**config.mk**
```make
export PLATFORM = sky130hd
export DESIGN_NAME = mvna_ctrl
export DESIGN_NICKNAME = d
export VERILOG_FILES = /design/src/design/mvna_pkg.sv /design/src/design/mvna_ctrl.sv
export SDC_FILE = /design/constraint.sdc
export NUM_CORES = 1
export LEC_CHECK = 0
export CAP_MARGIN = 25
export CORE_UTILIZATION = 50
export CTS_BUF_LIST = sky130_fd_sc_hd__clkbuf_16
export CTS_CLUSTER_SIZE = 8
export DETAILED_ROUTE_END_ITERATION = 16
export DONT_BUFFER_PORTS = 1
export GPL_TIMING_DRIVEN = 0
export RECOVER_POWER = 100
export SYNTH_ARGS = -nofsm -noshare
export SYNTH_HDL_FRONTEND = slang
export SYNTH_SLANG_ARGS = --single-unit
```
**constraint.sdc**
```tcl
create_clock -name i_clk -period 3.7 [get_ports i_clk]
set_clock_uncertainty 0.1 [all_clocks]
set_input_delay 0 -clock i_clk [delete_from_list [all_inputs] [get_ports i_clk]]
set_output_delay 0 -clock i_clk [all_outputs]
set_load 0.01 [all_outputs]
```
**src/design/mvna_pkg.sv**
```systemverilog
// ============================================================================
// mvna_pkg: shared types and constants of the vertex normal accumulator
// Holds the table sizes, command codes and the controller/datapath bundles.
// ============================================================================
package mvna_pkg;

    localparam int ADDR_W  = 12;
    localparam int DEPTH   = 4096;
    localparam int COORD_W = 16;
    localparam int EDGE_W  = COORD_W + 1;
    localparam int PROD_W  = 2 * EDGE_W;
    localparam int FACE_W  = PROD_W + 1;
    localparam int ACC_W   = 48;
    localparam int NORM_W  = 16;

    typedef enum logic [1:0] {
        CMD_STORE = 2'd0,
        CMD_TRI   = 2'd1,
        CMD_READ  = 2'd2,
        CMD_NOP   = 2'd3
    } t_cmd;

    // Source of the accumulator memory address.
    typedef enum logic [1:0] {
        ASEL_CLR    = 2'd0,
        ASEL_VTX    = 2'd1,
        ASEL_CORNER = 2'd2
    } t_asel;

    typedef struct packed {
        logic              load;
        logic              vtx_wr;
        logic              lat_a;
        logic              lat_e1;
        logic              lat_e2;
        logic              mul_en;
        logic              acc_wr;
        logic              acc_clr;
        logic              mag_load;
        logic              shr;
        logic              shl;
        logic              sq_en;
        logic              sqrt_init;
        logic              sqrt_step;
        logic              div_init;
        logic              div_step;
        logic              div_store;
        logic              out_load;
        logic [1:0]        sel;
        t_asel             asel;
        logic [4:0]        cnt;
        logic [ADDR_W-1:0] clr_addr;
    } t_dp_ctl;

    typedef struct packed {
        logic m_zero;
        logic m_hi;
        logic m_lo;
    } t_dp_stat;

endpackage

```
**src/design/mvna_ctrl.sv**
```systemverilog
// ============================================================================
// mvna_ctrl: sequencer of the vertex normal accumulator
// Clears the accumulators after reset, then steps each command through the
// datapath and owns both stream handshakes.
// ============================================================================
module mvna_ctrl
    import mvna_pkg::*;
(
    input  logic     i_clk,
    input  logic     i_rst_n,
    input  logic     i_in_valid,
    input  t_cmd     i_cmd,
    output logic     o_in_ready,
    input  logic     i_out_ready,
    output logic     o_out_valid,
    input  t_dp_stat i_stat,
    output t_dp_ctl  o_ctl
);

    typedef enum logic [18:0] {
        ST_CLEAR = 19'h00001,
        ST_IDLE  = 19'h00002,
        ST_VWR   = 19'h00004,
        ST_TRA   = 19'h00008,
        ST_TRB   = 19'h00010,
        ST_TRC   = 19'h00020,
        ST_TE2   = 19'h00040,
        ST_TMUL  = 19'h00080,
        ST_TARD  = 19'h00100,
        ST_TAWR  = 19'h00200,
        ST_RARD  = 19'h00400,
        ST_RMAG  = 19'h00800,
        ST_RNORM = 19'h01000,
        ST_RSQ   = 19'h02000,
        ST_RSQI  = 19'h04000,
        ST_RSQRT = 19'h08000,
        ST_RDIVI = 19'h10000,
        ST_RDIV  = 19'h20000,
        ST_ROUT  = 19'h40000
    } t_state;

    t_state            r_state, n_state;
    logic [4:0]        r_cnt, n_cnt;
    logic [1:0]        r_sel, n_sel;
    logic [ADDR_W-1:0] r_clr, n_clr;
    logic              r_ovalid, n_ovalid;

    always_ff @(posedge i_clk) begin
        if (!i_rst_n) begin
            r_state  <= ST_CLEAR;
            r_cnt    <= '0;
            r_sel    <= '0;
            r_clr    <= '0;
            r_ovalid <= 1'b0;
        end else begin
            r_state  <= n_state;
            r_cnt    <= n_cnt;
            r_sel    <= n_sel;
            r_clr    <= n_clr;
            r_ovalid <= n_ovalid;
        end
    end

    assign o_in_ready  = (r_state == ST_IDLE);
    assign o_out_valid = r_ovalid;

    always_comb begin
        n_state  = r_state;
        n_cnt    = r_cnt;
        n_sel    = r_sel;
        n_clr    = r_clr;
        n_ovalid = r_ovalid & ~i_out_ready;
        o_ctl          = '0;
        o_ctl.sel      = r_sel;
        o_ctl.cnt      = r_cnt;
        o_ctl.clr_addr = r_clr;
        o_ctl.asel     = ASEL_CORNER;
        unique case (r_state)
            ST_CLEAR: begin
                o_ctl.asel    = ASEL_CLR;
                o_ctl.acc_wr  = 1'b1;
                o_ctl.acc_clr = 1'b1;
                n_clr = r_clr + 1'b1;
                if (&r_clr) begin
                    n_state = ST_IDLE;
                end
            end
            ST_IDLE: begin
                if (i_in_valid) begin
                    o_ctl.load = 1'b1;
                    n_sel = 2'd0;
                    n_cnt = 5'd0;
                    unique case (i_cmd)
                        CMD_STORE: n_state = ST_VWR;
                        CMD_TRI:   n_state = ST_TRA;
                        CMD_READ:  n_state = ST_RARD;
                        default:   n_state = ST_IDLE;
                    endcase
                end
            end
            ST_VWR: begin
                o_ctl.vtx_wr = 1'b1;
                n_state = ST_IDLE;
            end
            ST_TRA: begin
                n_sel   = 2'd1;
                n_state = ST_TRB;
            end
            ST_TRB: begin
                o_ctl.lat_a = 1'b1;
                n_sel   = 2'd2;
                n_state = ST_TRC;
            end
            ST_TRC: begin
                o_ctl.lat_e1 = 1'b1;
                n_state = ST_TE2;
            end
            ST_TE2: begin
                o_ctl.lat_e2 = 1'b1;
                n_cnt   = 5'd0;
                n_state = ST_TMUL;
            end
            ST_TMUL: begin
                o_ctl.mul_en = 1'b1;
                n_cnt = r_cnt + 1'b1;
                if (r_cnt == 5'd6) begin
                    n_sel   = 2'd0;
                    n_state = ST_TARD;
                end
            end
            ST_TARD: begin
                n_state = ST_TAWR;
            end
            ST_TAWR: begin
                o_ctl.acc_wr = 1'b1;
                if (r_sel == 2'd2) begin
                    n_state = ST_IDLE;
                end else begin
                    n_sel   = r_sel + 1'b1;
                    n_state = ST_TARD;
                end
            end
            ST_RARD: begin
                o_ctl.asel = ASEL_VTX;
                n_state = ST_RMAG;
            end
            ST_RMAG: begin
                o_ctl.mag_load = 1'b1;
                n_state = ST_RNORM;
            end
            ST_RNORM: begin
                if (i_stat.m_zero) begin
                    n_state = ST_ROUT;
                end else if (i_stat.m_hi) begin
                    o_ctl.shr = 1'b1;
                end else if (i_stat.m_lo) begin
                    o_ctl.shl = 1'b1;
                end else begin
                    n_cnt   = 5'd0;
                    n_state = ST_RSQ;
                end
            end
            ST_RSQ: begin
                o_ctl.sq_en = 1'b1;
                n_cnt = r_cnt + 1'b1;
                if (r_cnt == 5'd3) begin
                    n_state = ST_RSQI;
                end
            end
            ST_RSQI: begin
                o_ctl.sqrt_init = 1'b1;
                n_cnt   = 5'd0;
                n_state = ST_RSQRT;
            end
            ST_RSQRT: begin
                o_ctl.sqrt_step = 1'b1;
                n_cnt = r_cnt + 1'b1;
                if (r_cnt == 5'd31) begin
                    n_sel   = 2'd0;
                    n_state = ST_RDIVI;
                end
            end
            ST_RDIVI: begin
                o_ctl.div_init = 1'b1;
                n_cnt   = 5'd0;
                n_state = ST_RDIV;
            end
            ST_RDIV: begin
                if (r_cnt == 5'd15) begin
                    o_ctl.div_store = 1'b1;
                    if (r_sel == 2'd2) begin
                        n_state = ST_ROUT;
                    end else begin
                        n_sel   = r_sel + 1'b1;
                        n_state = ST_RDIVI;
                    end
                end else begin
                    o_ctl.div_step = 1'b1;
                    n_cnt = r_cnt + 1'b1;
                end
            end
            ST_ROUT: begin
                if (!r_ovalid || i_out_ready) begin
                    o_ctl.out_load = 1'b1;
                    n_ovalid = 1'b1;
                    n_state  = ST_IDLE;
                end
            end
            default: begin
                n_state = ST_IDLE;
            end
        endcase
    end

endmodule

```
==> out/qor.yml <==
status:
  status: "finished with violations"
  violations: "negative hold slack"
drt:
  ant_nets: 0
  initialDrtViolationCount: 177
  dr_total_vias: 2124
  viasPerCell: 6.19
  post_drt_wl_per_cell_microns: 17.6
  drcViolationCount: 0
  drt_wl_total_mm: 6.05
  dr.pass1.iters: 4
final_layout:
  area_delta_synth_final_pct: 10.0
  nets: 306
  fillers: 465
  layout-drive-gt1-share_pct: 6.53
  multiInputGateArea_sq_um: 1370
  seq_area_sq_um: 781
  n_antenna_cell: 0
  final_common_cell: "nor2_1"
  most-common-layout-cells: "nor2_1, dfxtp_1, nand2_1"
timing:
  final.min_clock_period_ns: 3.44
  setup_tns_ns: 0
  rsz0062_at_grt: "false"
  fmax_mhz: 290
  slew_headroom_pct: 23.6
  fin_hold_ws_ns: -0.00513
  setup_violations: 0
  post-route-period-util_pct: 93.0
  worstMarginPinSlew_ns: 1.13
  final_max_slew_viol_count: 0
  hold_viol_final: 1
placement:
  gp_congestion: 0.852
  dpl.hpwl_mm: 4.45
  port_buffers: 0
power:
  p_int_uw: 707
  p_comb_share_pct: 10.4
  vdd_drop_max_mv: 0.223
  swShare_pct: 25.8
  p_seq_share_pct: 46.8
  power_density_nw_per_um2: 379
  fin_total_pwr_uw: 953
  clkPwrFrac_pct: 42.8
  p_switching_uw: 246
  leakage_uw: 0.000920
logic_synthesis:
  synth_nets: 290
  synth_largest_area_cell: "dfxtp_1"
  synth-seq-area-share_pct: 34.2
  synthTopCellsByArea: "dfxtp_1, nor2_1, nand4_1"
  syn_inst: 275
  ys.flop_type: "dfxtp_1"
  synth_area_per_cell_sq_um: 8.31
  synth_async_sr_flop_share_pct: 0
  yosys.cell_types.count: 58
  yosysWarningCount: 0
  synth_edf_count: 0
  ys_seq_elements: 39
  synth_top_area_share_pct: 34.2
  synth_area_sq_um: 2290
clock_tree:
  clock_sinks: 39
  clk_latency_ns: 0.28
  cts-resized-gates: 0
  cts_tree: "built"
  numCtsBuffers: 5
  htree_levels: 2
  cts.path.max_buffers: 2
  cts.reportedPaths.clkPinSlew_ns: 0.06
  clock-root-buffer: "clkbuf_16"
worst_setup_path:
  reg2reg_depth: 6
  crit_fanout: 6
  arrival_ns: 3.49
  cp-start-kind: "flip-flop"
  cp-end-kind: "flip-flop"
  crit_required_ns: 3.74
  timing_worst_setup_path_type: "reg2reg"
global_route:
  grt_first_pass_wirelength_mm: 9.89
  grt_usage_pct: 25.7
  grt-ovfl-total: 0
  grt_pass1_vias: 2002
  grt_max_degree: 12
  antenna_found_initial: 0
worst_hold_path:
  worstHoldPathCells: 4
  hp-class: "in2reg"
run:
  drv_cap: 0
floorplan:
  fp.dieH_microns: 69.6
  rows: 24
  dieArea_sq_um: 4850
  initial_core_util_pct: 52.1
  num_io_pins: 50
  die_w_microns: 69.6
  fp.coreArea_sq_um: 4380
==> cell type report <==
| type | count | area share, % |
|---|---|---|
| Buffer | 5 | 0.945 |
| Clock buffer | 5 | 4.98 |
| Clock inverter | 2 | 0.348 |
| Inverter | 15 | 2.24 |
| Multi-Input combinational cell | 216 | 54.3 |
| Sequential cell | 39 | 31.0 |
| Tap cell | 52 | 2.59 |
| Timing Repair Buffer | 9 | 3.58 |
==> sequential cells by signal (all words and copies together), names as in the netlist <==
name,cells
r_state,19
o_out_valid,1
r_clr,12
r_sel,2
r_cnt,5
==> metal layers <==
metal  vias up  track usage [%]  routed length [microns]
met4         0             7.11                       92
li1       1061                -                        -
met5         -                0                        0
met1       989             34.2                     2800
met2        61             41.3                     2800
met3        13             6.54                      348
==> power groups by stage <==
| stage | clock, uW | sequential (uW) | combinational, uW |
|---|---|---|---|
| finish | 408 | 446 | 99.3 |
| global route | 427 | 448 | 112 |
| CTS | 408 | 446 | 106 |
| detailed placement | 0 | 455 | 98.3 |
| global placement | 0 | 455 | 98.2 |
| floorplan | 0 | 453 | 77.4 |
==> critical path, stage by stage, from the launching register on <==
cell	delay, ns
dfxtp_1	0.35
nor4_1	0.73
nand4_1	0.27
nor4b_1	0.98
nor4_1	0.28
a21boi_1	0.42
o221ai_1	0.18
==> metrics by stage <==
stage	cells	util, %	instance area, sq um	worst slack (ns)
after floorplan	275	-	2290	1.25
after detailed placement	327	53.6	2350	0.463
after global placement	327	53.6	2350	0.448
after global routing	343	57.4	2510	0.0492
after CTS	343	58.7	2570	0.379
final	343	57.4	2510	0.257
==> synthesized netlist by cell type, drive strengths merged (2+ instances only) <==
| cell | count |
|---|---|
| and4b | 3 |
| clkbuf | 3 |
| dfxtp | 39 |
| o21a | 3 |
| inv | 15 |
| o22ai | 2 |
| nand4 | 13 |
| nor3 | 15 |
| and3 | 6 |
| xnor2 | 7 |
| o21ai | 6 |
| a211o | 2 |
| nand3 | 10 |
| nor4b | 6 |
| mux2i | 2 |
| nand3b | 2 |
| ha | 6 |
| or3 | 7 |
| nor2 | 41 |
| a211oi | 2 |
| a21oi | 9 |
| nand2b | 2 |
| nor2b | 2 |
| nand2 | 21 |
| xor2 | 4 |
| nand4b | 4 |
| or4 | 4 |
| or4b | 2 |
| buf | 2 |
| and2 | 3 |
| nor3b | 2 |
| nor4 | 16 |
==> kinds of logic (layout without fill, tap and decap cells) <==
family                     Yosys count  count (layout)  share of synthesized area [%]
buffers and inverters               20              36                           3.83
and+or+nand+nor                    162             162                           42.7
adders and majority gates            6               6                           3.28
AOI/OAI and AO/OA                   35              35                           10.9
muxes                                2               2                          0.876
xor gates and xnor gates            11              11                           4.21
DFF                                 39              39                           34.2
==> path summary, 6_finish.rpt <==
| kind | start | end | slack, ns |
|---|---|---|---|
| worst max-delay path | r_state[12]$_SDFFE_PN0P_ | r_cnt[2]$_SDFFE_PN0P_ | 0.26 |
| worst min-delay path | i_cmd[0] | r_state[1]$_SDFFE_PN0P_ | -0.005 |
| worst min register to register | r_clr[1]$_SDFFE_PN0P_ | r_clr[1]$_SDFFE_PN0P_ | 0.43 |
| worst max register to register | r_state[12]$_SDFFE_PN0P_ | r_cnt[2]$_SDFFE_PN0P_ | 0.26 |
==> repair_timing <==
item,in CTS,in global routing
buffers inserted,0,0
hold buffers,9,0
hold endpoints to repair,15,0
Power figures use the tool's default switching activity.
